===== src/rtl/tbacc_pkg.sv =====
// ----------------------------------------------------------------------------
// tbacc_pkg
// Shared types, constants and small decode functions for the two-button
// alarm clock controller.
// ----------------------------------------------------------------------------
package tbacc_pkg;

  localparam int unsigned TimerPeriodDays = 30;  // timer alarm day range
  localparam int unsigned LightSteps      = 11;  // light window range
  localparam int unsigned LastMenuIndex   = 6;

  // event codes
  localparam logic [1:0] OP_TICK    = 2'd0;
  localparam logic [1:0] OP_INC     = 2'd1;
  localparam logic [1:0] OP_CONFIRM = 2'd2;

  // menu groups
  localparam logic [1:0] GRP_SHOW  = 2'd0;
  localparam logic [1:0] GRP_SET   = 2'd1;
  localparam logic [1:0] GRP_CLEAR = 2'd2;

  // timer field select
  localparam logic [1:0] TSEL_DAY    = 2'd0;
  localparam logic [1:0] TSEL_HOUR   = 2'd1;
  localparam logic [1:0] TSEL_MINUTE = 2'd2;

  // segment glyphs (bit7 is the decimal point)
  localparam logic [7:0] SEG_POINT = 8'h80;
  localparam logic [7:0] SEG_UP_A  = 8'h77;
  localparam logic [7:0] SEG_UP_C  = 8'h39;
  localparam logic [7:0] SEG_LO_D  = 8'h5e;
  localparam logic [7:0] SEG_UP_E  = 8'h79;
  localparam logic [7:0] SEG_UP_G  = 8'h3d;
  localparam logic [7:0] SEG_UP_L  = 8'h38;
  localparam logic [7:0] SEG_UP_N  = 8'h37;
  localparam logic [7:0] SEG_LO_R  = 8'h31;
  localparam logic [7:0] SEG_UP_S  = 8'h6d;
  localparam logic [7:0] SEG_LO_Y  = 8'h6e;
  localparam logic [7:0] SEG_BLANK = 8'h00;

  typedef enum logic [3:0] {
    MODE_SHOWCLOCK  = 4'd0,
    MODE_SHOWLIGHT  = 4'd1,
    MODE_SETCLOCK   = 4'd2,
    MODE_SETTIMER   = 4'd3,
    MODE_SETLIGHT   = 4'd4,
    MODE_CLEARTIMER = 4'd5,
    MODE_CLEARLIGHT = 4'd6,
    MODE_MENU       = 4'd7,
    MODE_ALARM      = 4'd8
  } mode_e;

  typedef struct packed {
    mode_e       cur_mode;
    logic [2:0]  menu_index;
    logic [1:0]  menu_group;
    logic        clock_field_sel;
    logic [1:0]  timer_field_sel;
    logic [5:0]  sec_count;
    logic [5:0]  min_count;
    logic [4:0]  hour_count;
    logic [7:0]  day_count;
    logic [4:0]  alarm_day;
    logic [4:0]  alarm_hour;
    logic [5:0]  alarm_minute;
    logic [3:0]  light_level;
    logic [3:0]  light_upper;
    logic [3:0]  light_lower;
    logic        editing_upper;
    logic        timer_alarm_armed;
    logic        light_alarm_armed;
  } state_t;

  // four segment bytes, index 3 is the leftmost digit
  typedef logic [3:0][7:0] seg_t;

  function automatic logic [7:0] seg_font(logic [3:0] d);
    logic [7:0] s;
    unique case (d)
      4'd0:    s = 8'h3f;
      4'd1:    s = 8'h06;
      4'd2:    s = 8'h5b;
      4'd3:    s = 8'h4f;
      4'd4:    s = 8'h66;
      4'd5:    s = 8'h6d;
      4'd6:    s = 8'h7c;
      4'd7:    s = 8'h07;
      4'd8:    s = 8'h7f;
      4'd9:    s = 8'h67;
      default: s = SEG_BLANK;
    endcase
    return s;
  endfunction

  // tens digit of a value below 64, by independent threshold compares
  function automatic logic [3:0] tens_of(logic [5:0] v);
    logic [3:0] t;
    t = 4'd0;
    for (int k = 1; k <= 6; k++) begin
      if (v >= 6'(k * 10)) t = 4'(k);
    end
    return t;
  endfunction

  // {tens glyph, ones glyph} of a value below 64
  function automatic logic [15:0] two_digits(logic [5:0] v);
    logic [3:0] t;
    logic [5:0] o;
    t = tens_of(v);
    o = v - 6'(6'({2'b00, t}) * 6'd10);
    return {seg_font(t), seg_font(o[3:0])};
  endfunction

  // (sample / 100) mod 10 by threshold compares
  function automatic logic [3:0] light_level_of(logic [9:0] sample);
    logic [3:0] lvl;
    lvl = 4'd0;
    for (int k = 1; k <= 9; k++) begin
      if (sample >= 10'(k * 100)) lvl = 4'(k);
    end
    if (sample >= 10'd1000) lvl = 4'd0;
    return lvl;
  endfunction

endpackage


===== src/rtl/tbacc_core.sv =====
// ----------------------------------------------------------------------------
// tbacc_core
// Clock, menu and alarm state with the per-event update logic.
// ----------------------------------------------------------------------------
module tbacc_core import tbacc_pkg::*; (
  input  logic       clk_i,
  input  logic       rst_ni,
  input  logic       step_i,
  input  logic [1:0] op_i,
  input  logic [9:0] sample_i,
  output state_t     state_o
);

  state_t st_q, st_d;

  always_comb begin
    st_d = st_q;
    if (step_i) begin
      unique case (op_i)
        OP_TICK: begin
          st_d.light_level = light_level_of(sample_i);
          if (st_q.cur_mode != MODE_SETCLOCK) begin
            // advance the clock with cascaded wraps
            if (st_q.sec_count == 6'd59) begin
              st_d.sec_count = 6'd0;
              if (st_q.min_count == 6'd59) begin
                st_d.min_count = 6'd0;
                if (st_q.hour_count == 5'd23) begin
                  st_d.hour_count = 5'd0;
                  if (st_q.day_count != 8'hff) st_d.day_count = st_q.day_count + 8'd1;
                end else begin
                  st_d.hour_count = st_q.hour_count + 5'd1;
                end
              end else begin
                st_d.min_count = st_q.min_count + 6'd1;
              end
            end else begin
              st_d.sec_count = st_q.sec_count + 6'd1;
            end
          end
          // timer alarm takes precedence over the light window
          if (st_q.timer_alarm_armed) begin
            if ({3'b000, st_q.alarm_day} == st_d.day_count &&
                st_q.alarm_hour == st_d.hour_count &&
                st_q.alarm_minute == st_d.min_count &&
                st_d.sec_count == 6'd0) begin
              st_d.cur_mode  = MODE_ALARM;
              st_d.day_count = 8'd0;
            end
          end else if (st_q.light_alarm_armed) begin
            if (st_q.light_lower > st_d.light_level ||
                st_q.light_upper < st_d.light_level) begin
              st_d.cur_mode = MODE_ALARM;
            end
          end
        end
        OP_INC: begin
          unique case (st_q.cur_mode)
            MODE_SETCLOCK: begin
              if (!st_q.clock_field_sel) begin
                st_d.hour_count = (st_q.hour_count == 5'd23) ? 5'd0 : st_q.hour_count + 5'd1;
              end else begin
                st_d.min_count = (st_q.min_count == 6'd59) ? 6'd0 : st_q.min_count + 6'd1;
              end
            end
            MODE_SETTIMER: begin
              unique case (st_q.timer_field_sel)
                TSEL_DAY: begin
                  st_d.alarm_day = (st_q.alarm_day == 5'(TimerPeriodDays - 1)) ?
                                   5'd0 : st_q.alarm_day + 5'd1;
                end
                TSEL_HOUR: begin
                  st_d.alarm_hour = (st_q.alarm_hour == 5'd23) ? 5'd0 : st_q.alarm_hour + 5'd1;
                end
                TSEL_MINUTE: begin
                  st_d.alarm_minute = (st_q.alarm_minute == 6'd59) ?
                                      6'd0 : st_q.alarm_minute + 6'd1;
                end
                default: ;
              endcase
            end
            MODE_SHOWLIGHT: st_d.cur_mode = MODE_MENU;
            MODE_SETLIGHT: begin
              if (st_q.editing_upper) begin
                st_d.light_upper = (st_q.light_upper == 4'(LightSteps - 1)) ?
                                   4'd0 : st_q.light_upper + 4'd1;
              end else begin
                st_d.light_lower = (st_q.light_lower == 4'(LightSteps - 1)) ?
                                   4'd0 : st_q.light_lower + 4'd1;
              end
            end
            MODE_MENU: begin
              st_d.menu_index = (st_q.menu_index >= 3'(LastMenuIndex)) ?
                                3'd0 : st_q.menu_index + 3'd1;
              if (st_d.menu_index <= 3'd1)      st_d.menu_group = GRP_SHOW;
              else if (st_d.menu_index <= 3'd4) st_d.menu_group = GRP_SET;
              else                              st_d.menu_group = GRP_CLEAR;
            end
            MODE_ALARM: begin
              st_d.cur_mode          = MODE_MENU;
              st_d.timer_alarm_armed = 1'b0;
              st_d.light_alarm_armed = 1'b0;
            end
            default: ;
          endcase
        end
        OP_CONFIRM: begin
          unique case (st_q.cur_mode)
            MODE_SETCLOCK: begin
              st_d.clock_field_sel = ~st_q.clock_field_sel;
              if (st_q.clock_field_sel) st_d.cur_mode = MODE_MENU;
            end
            MODE_SETTIMER: begin
              unique case (st_q.timer_field_sel)
                TSEL_DAY:  st_d.timer_field_sel = TSEL_HOUR;
                TSEL_HOUR: st_d.timer_field_sel = TSEL_MINUTE;
                TSEL_MINUTE: begin
                  st_d.timer_field_sel   = TSEL_DAY;
                  st_d.cur_mode          = MODE_MENU;
                  st_d.timer_alarm_armed = 1'b1;
                end
                default: ;
              endcase
            end
            MODE_SHOWCLOCK, MODE_SHOWLIGHT, MODE_ALARM: st_d.cur_mode = MODE_MENU;
            MODE_SETLIGHT: begin
              st_d.editing_upper = ~st_q.editing_upper;
              if (st_q.editing_upper) begin
                st_d.cur_mode          = MODE_MENU;
                st_d.light_alarm_armed = 1'b1;
              end
            end
            MODE_CLEARTIMER: begin
              st_d.timer_alarm_armed = 1'b0;
              st_d.cur_mode          = MODE_MENU;
            end
            MODE_CLEARLIGHT: begin
              st_d.light_alarm_armed = 1'b0;
              st_d.cur_mode          = MODE_MENU;
            end
            MODE_MENU: st_d.cur_mode = mode_e'({1'b0, st_q.menu_index});
            default: ;
          endcase
        end
        default: ;
      endcase
    end
  end

  always_ff @(posedge clk_i or negedge rst_ni) begin
    if (!rst_ni) begin
      st_q <= state_t'({MODE_SETCLOCK, {($bits(state_t) - $bits(mode_e)){1'b0}}});
    end else begin
      st_q <= st_d;
    end
  end

  assign state_o = st_d;

endmodule


===== src/rtl/tbacc_disp.sv =====
// ----------------------------------------------------------------------------
// tbacc_disp
// Four-digit seven-segment rendering of the controller state.
// ----------------------------------------------------------------------------
module tbacc_disp import tbacc_pkg::*; (
  input  state_t state_i,
  output seg_t   seg_o
);

  logic [15:0] left_pair, right_pair;

  always_comb begin
    left_pair  = 16'h0000;
    right_pair = 16'h0000;
    seg_o      = '0;
    unique case (state_i.cur_mode)
      MODE_MENU: begin
        unique case (state_i.menu_group)
          GRP_SHOW:  seg_o[3:1] = {SEG_UP_G, SEG_UP_E, SEG_LO_R};
          GRP_SET:   seg_o[3:1] = {SEG_UP_S, SEG_UP_E, SEG_LO_R};
          default:   seg_o[3:1] = {SEG_UP_C, SEG_UP_L, SEG_UP_S};
        endcase
        seg_o[0] = seg_font({1'b0, state_i.menu_index});
      end
      MODE_SHOWCLOCK, MODE_SETCLOCK: begin
        left_pair  = two_digits({1'b0, state_i.hour_count});
        right_pair = two_digits(state_i.min_count);
        seg_o      = {left_pair[15:8], left_pair[7:0] | SEG_POINT, right_pair};
      end
      MODE_SETTIMER: begin
        if (state_i.timer_field_sel == TSEL_DAY) begin
          right_pair = two_digits({1'b0, state_i.alarm_day});
          seg_o      = {SEG_LO_D, SEG_LO_Y, right_pair};
        end else begin
          left_pair  = two_digits({1'b0, state_i.alarm_hour});
          right_pair = two_digits(state_i.alarm_minute);
          seg_o      = {left_pair[15:8], left_pair[7:0] | SEG_POINT, right_pair};
        end
      end
      MODE_SETLIGHT: begin
        left_pair  = two_digits({2'b00, state_i.light_lower});
        right_pair = two_digits({2'b00, state_i.light_upper});
        seg_o      = {left_pair[15:8], left_pair[7:0] | SEG_POINT, right_pair};
      end
      MODE_ALARM: seg_o = {SEG_UP_A, SEG_UP_L, SEG_UP_A, SEG_UP_N};
      MODE_SHOWLIGHT: begin
        right_pair = two_digits({2'b00, state_i.light_level});
        seg_o      = {SEG_UP_L, SEG_LO_R, right_pair};
      end
      default: seg_o = '0;  // clear modes stay blank
    endcase
  end

endmodule


===== src/rtl/two_button_alarm_clock_controller_unit.sv =====
// ----------------------------------------------------------------------------
// two_button_alarm_clock_controller_unit
// Event-driven alarm clock controller with a seven-entry menu, timer alarm
// and light-window alarm, producing one status/display result per event.
// ----------------------------------------------------------------------------
// Each accepted event (tick with light sample, increment press, confirm
// press) yields exactly one result: the event waits in the input register,
// then the state update and display rendering run combinationally into the
// result register. A new event is taken every cycle as long as results are
// drained; while one finished result waits, the input register can still
// take one more event before the input side stalls. No clearing pass after
// reset.
module two_button_alarm_clock_controller_unit import tbacc_pkg::*; (
  input  logic        clk_i,
  input  logic        rst_ni,
  input  logic        s_axis_tvalid,
  output logic        s_axis_tready,
  input  logic [15:0] s_axis_tdata,   // [9:0] light_sample, rest zero
  input  logic [1:0]  s_axis_tuser,   // [1:0] operation
  output logic        m_axis_tvalid,
  input  logic        m_axis_tready,
  // [3:0] mode_now, [4] alarm_active, [12:5] seg_digit3, [20:13] seg_digit2,
  // [28:21] seg_digit1, [36:29] seg_digit0, [43:37] led_pattern,
  // [45:44] menu_group_out, [50:46] hour_out, [56:51] minute_out,
  // [62:57] second_out, [63] zero
  output logic [63:0] m_axis_tdata
);

  logic        in_valid_q;
  logic [1:0]  in_op_q;
  logic [9:0]  in_sample_q;
  logic        out_valid_q;
  logic [63:0] out_data_q, out_data_d;
  logic        step;
  state_t      st_next;
  seg_t        seg;

  assign step          = in_valid_q && (!out_valid_q || m_axis_tready);
  assign s_axis_tready = !in_valid_q || step;

  always_ff @(posedge clk_i or negedge rst_ni) begin
    if (!rst_ni) begin
      in_valid_q <= 1'b0;
    end else if (s_axis_tready) begin
      in_valid_q <= s_axis_tvalid;
    end
  end

  always_ff @(posedge clk_i) begin
    if (s_axis_tready && s_axis_tvalid) begin
      in_op_q     <= s_axis_tuser;
      in_sample_q <= s_axis_tdata[9:0];
    end
  end

  tbacc_core u_core (
    .clk_i    (clk_i),
    .rst_ni   (rst_ni),
    .step_i   (step),
    .op_i     (in_op_q),
    .sample_i (in_sample_q),
    .state_o  (st_next)
  );

  tbacc_disp u_disp (
    .state_i (st_next),
    .seg_o   (seg)
  );

  assign out_data_d = {1'b0,
                       st_next.sec_count,
                       st_next.min_count,
                       st_next.hour_count,
                       st_next.menu_group,
                       7'(7'd1 << st_next.menu_index),
                       seg[0], seg[1], seg[2], seg[3],
                       st_next.cur_mode == MODE_ALARM,
                       st_next.cur_mode};

  always_ff @(posedge clk_i or negedge rst_ni) begin
    if (!rst_ni) begin
      out_valid_q <= 1'b0;
    end else if (step) begin
      out_valid_q <= 1'b1;
    end else if (m_axis_tready) begin
      out_valid_q <= 1'b0;
    end
  end

  always_ff @(posedge clk_i) begin
    if (step) out_data_q <= out_data_d;
  end

  assign m_axis_tvalid = out_valid_q;
  assign m_axis_tdata  = out_data_q;

`ifndef NO_ASSERTIONS
  // buzzer flag tracks the alarm mode code
  a_alarm_flag: assert property (@(posedge clk_i) disable iff (!rst_ni)
    out_valid_q |-> (out_data_q[4] == (out_data_q[3:0] == MODE_ALARM)))
    else $error("alarm_active disagrees with mode_now");

  // every processed event leaves a result behind
  a_step_result: assert property (@(posedge clk_i) disable iff (!rst_ni)
    step |=> out_valid_q)
    else $error("processed event produced no result");

  // reported time stays within its wrap ranges
  a_time_range: assert property (@(posedge clk_i) disable iff (!rst_ni)
    out_valid_q |-> (out_data_q[50:46] <= 5'd23 && out_data_q[56:51] <= 6'd59 &&
                     out_data_q[62:57] <= 6'd59))
    else $error("clock field out of range");
`endif

endmodule


===== config.mk =====
export PLATFORM = sky130hd
export DESIGN_NAME = two_button_alarm_clock_controller_unit
export DESIGN_NICKNAME = d
export VERILOG_FILES = /design/src/rtl/tbacc_pkg.sv /design/src/rtl/tbacc_core.sv /design/src/rtl/tbacc_disp.sv /design/src/rtl/two_button_alarm_clock_controller_unit.sv
export SDC_FILE = /design/constraint.sdc
export NUM_CORES = 1
export LEC_CHECK = 0
export BUFFER_PORTS_ARGS = -buffer_cell sky130_fd_sc_hd__buf_2
export CAP_MARGIN = 25
export CORE_UTILIZATION = 55
export CTS_CLUSTER_SIZE = 12
export DETAILED_ROUTE_END_ITERATION = 12
export PLACE_DENSITY = 0.79
export SYNTH_ARGS = -nofsm -noshare
export SYNTH_HDL_FRONTEND = slang
export SYNTH_SLANG_ARGS = --single-unit

===== constraint.sdc =====
create_clock -name clk_i -period 5.55 [get_ports clk_i]
set_input_delay 0.555 -clock clk_i [delete_from_list [all_inputs] [get_ports clk_i]]
set_output_delay 0.555 -clock clk_i [all_outputs]
set_load 0.005 [all_outputs]

==> summary.txt <==
Finish
  – Fillers: 1685
  – Layout cells sized above 1: 0.151
  – Layout area overhead: 11.3%
  – Ant. Diodes: 0
  – Most frequent cells in the layout: nand2_1 (117), inv_1 (95), a21oi_1 (80), ha_1 (76), buf_2 (75)
  – Final #Nets: 1437
  – Most common cell after layout, fill and taps aside: nand2_1
  – Fin util: 0.624

Detailed routing
  – DR iter-0 viols: 1202
  – Router iterations before antenna repair: 7
  – Via count: 10400
  – M1 WL: 12700 um
  – DRC: 0
  – Metal2 WL: 15000 um
  – Top layer in use: met4
  – Total Wirelength: 30800 um
  – Vias/cell: 6.42
  – Remaining antenna violation count: 0
  – Drt wl/cell: 19.1 um
  – Met3 wire length: 2340 um

Global route
  – Initial antenna violation count: 0
  – Vias in the first global route: 9583
  – Gr ovfl total: 0
  – Largest net degree at the start of global routing: 71
  – First-pass GRT wire length: 49500 um
  – Tot GR Track Use: 0.293

Yosys
  – Synth Area in Compound Gates: 0.232
  – Area leader, netlist: edfxtp_1
  – Post-Syn Instances: 1270
  – Post-synth EDFFs: 70
  – Synth warn: 0
  – Share of the synthesized area in the top cell type: 0.186
  – Multiplexer share of the synthesized area: 0.0363
  – Post-synthesis cell type count: 105
  – Post-Synth XOR/XNOR Area: 0.0301
  – Main combinational cell family by area after synthesis: compound AO/OA/AOI/OAI gates
  – Mean area per synthesized cell: 8.90 um^2
  – Synth area leaders: edfxtp_1 (19%), dfrtp_1 (15%), ha_1 (8.4%)
  – Primary FF master, synth: edfxtp_1
  – Asr flop ratio synth: 0.500
  – Cell area after synthesis: 11300 um^2
  – Flops & latches, synth: 140
  – Adder-Cell Fraction of Synth Area: 0.0965
  – Post-synthesis simple-gate area fraction: 0.203
  – Seq/Total Area, Yosys: 0.341

Clocking
  – Hold buffer count at cts: 0
  – Clock Path Buffers: 2
  – Clock latency on the worst-skew pair: 450 ps
  – H-tree depth: 4
  – CTS tree: done
  – CTS sink cnt: 140
  – CTS buffer count: 17
  – Clk Tree Root Cell: clkbuf_16
  – Clock slew at reported path FFs: 70 ps

Status
  – Status: finished clean

Die
  – Starting Density: 0.560
  – # rows: 52
  – Core area: 20200 um^2
  – Die Wd: 145 um
  – Die area: 21100 um^2
  – I/O pin cnt: 88
  – Die Y-Extent: 145 um

Critical path
  – Reg-to-reg startpoint: u_core.st_q[44]$_DFF_PN0_
  – Critical Path Start Type: flip-flop
  – R2R setup slack: 320 ps
  – CP max FO: 14
  – CP Capture Point: m_axis_tdata[18]$_SDFFCE_PN0P_
  – Worst Path Arrival: 5390 ps
  – Crit path from: u_core.st_q[44]$_DFF_PN0_
  – Worst r2r dst: m_axis_tdata[18]$_SDFFCE_PN0P_
  – CP Capture Type: flip-flop
  – WP data required: 5710 ps
  – Crit Path Category: flip-flop to flip-flop
  – R2R depth: 15

Power
  – Internal power: 2650 uW
  – Worst IR Drop VDD: 415 uV
  – Share of total power in combinational logic: 0.413
  – LEAKAGE: 0.00528 uW
  – Net Switching: 1820 uW
  – Sw Ratio: 0.407
  – PwrDens: 355 nW/um^2
  – Tot Pwr: 4470 uW
  – Seq pwr share: 0.339
  – Clk pwr share: 0.247

STA
  – Final Skew: 15.7 ps
  – Hold Vio Cnt, Final: 0
  – Count of pins over their slew limit: 0
  – Worst-Margin Slew: 1060 ps
  – Final TNS setup: 0 ps
  – Final min period: 5230 ps
  – Crit share post-route: 0.942
  – Setup-failing EPs final: 0
  – Setup repair after global routing missed its margin: no
  – Fmax: 191 MHz
  – Worst rel slew slack: 0.274

Place
  – RePlAce Congestion: 0.943
  – Dpl hpwl: 22700 um
  – Port Buffers: 75

Flow run
  – Max-Cap Viols: 0

Worst hold path
  – Min-Delay Path Class: input port to flip-flop
-- power groups by stage --
stage | Sequential [uW] | Clock [uW] | Combinational [uW]
2_1_floorplan | 1460 | 0 | 1310
3_3_place_gp | 1520 | 0 | 1750
3_5_place_dp | 1520 | 0 | 1800
4_1_cts | 1510 | 1110 | 1820
5_1_grt | 1540 | 1150 | 2030
6_report | 1520 | 1100 | 1850
-- stage by stage --
step / hold WS [ps] / worst slack, ps / area, um^2 / instances
after floorplan: 259 / 545 / 11300 / 1273
after global placement: 463 / 440 / 12000 / 1585
after detailed placement: 472 / 289 / 12000 / 1585
after CTS: 280 / 296 / 12500 / 1617
after global routing: 276 / 19.0 / 12600 / 1617
final: 286 / 323 / 12600 / 1617
-- kinds of logic after synthesis --
group,count (synthesis)
compound gates,378
xor+xnor,38
fa+ha+maj,85
buf+inv,168
flops,140
mux,38
other cells,1
simple gates,422
-- cell usage after synthesis (all sizes together) (21+ instances only) --
cell type  count
a21oi         80
o211ai        21
edfxtp        70
nand3         57
nand4         25
nor3          35
xnor2         27
mux2i         24
inv           98
buf           33
nand2        117
ha            76
clkbuf        35
dfrtp         69
o21ai         82
nor2          63
-- critical path: stages, from the launching register on --
cell and delay, ps:
dfrtp_1 470, ha_1 360, nand4_1 250, or4_1 600
o32ai_2 410, mux2i_1 490, inv_1 150, a21oi_1 180
o22a_1 230, inv_1 80, ha_1 200, fa_1 810
nor3b_1 140, a311o_1 340, a22oi_1 140, nand3_1 100
-- how the worst min path moves through the flow --
stage                                     from                         end  slack, ps  cells past startpoint
CTS                            s_axis_tdata[6]    in_sample_q[6]$_DFFE_PP_        280                      1
floorplan                               rst_ni      in_valid_q$_DFFE_PN0N_        260                      0
detailed placement  u_core.st_q[0]$_DFFE_PN0P_  u_core.st_q[0]$_DFFE_PN0P_        470                      1
global placement    u_core.st_q[0]$_DFFE_PN0P_  u_core.st_q[0]$_DFFE_PN0P_        460                      1
finish                         s_axis_tdata[6]    in_sample_q[6]$_DFFE_PP_        290                      1
global route                   s_axis_tdata[5]    in_sample_q[5]$_DFFE_PP_        280                      1
-- state kept, by name (all words and copies together), names as in the netlist --
name           flops
in_op_q            2
in_sample_q        8
in_valid_q         1
m_axis_tdata      60
m_axis_tvalid      1
u_core.st_q       68
-- repair_timing --
action                                  4_1_cts  5_1_grt
endpoints found under the setup margin        0        4
setup buffers                                 0        0
gates resized for setup                       0        5
-- layer usage --
metal	vias to the layer above	global-route usage
li1	4856	-
met1	5000	0.380
met2	467	0.489
met3	66	0.0533
met4	0	0.109
met5	-	0
-- final cells by class --
class | instances | area, um^2 | share of cell area
inverter | 100 | 375 | 0.0298
timing repair buffer | 110 | 638 | 0.0507
multi-input combinational | 965 | 6810 | 0.542
sequential | 140 | 3860 | 0.307
tap | 270 | 338 | 0.0268
clock inverter | 15 | 134 | 0.0106
clock buffer | 17 | 425 | 0.0338
No activity file was read; power rests on OpenSTA's default activity.
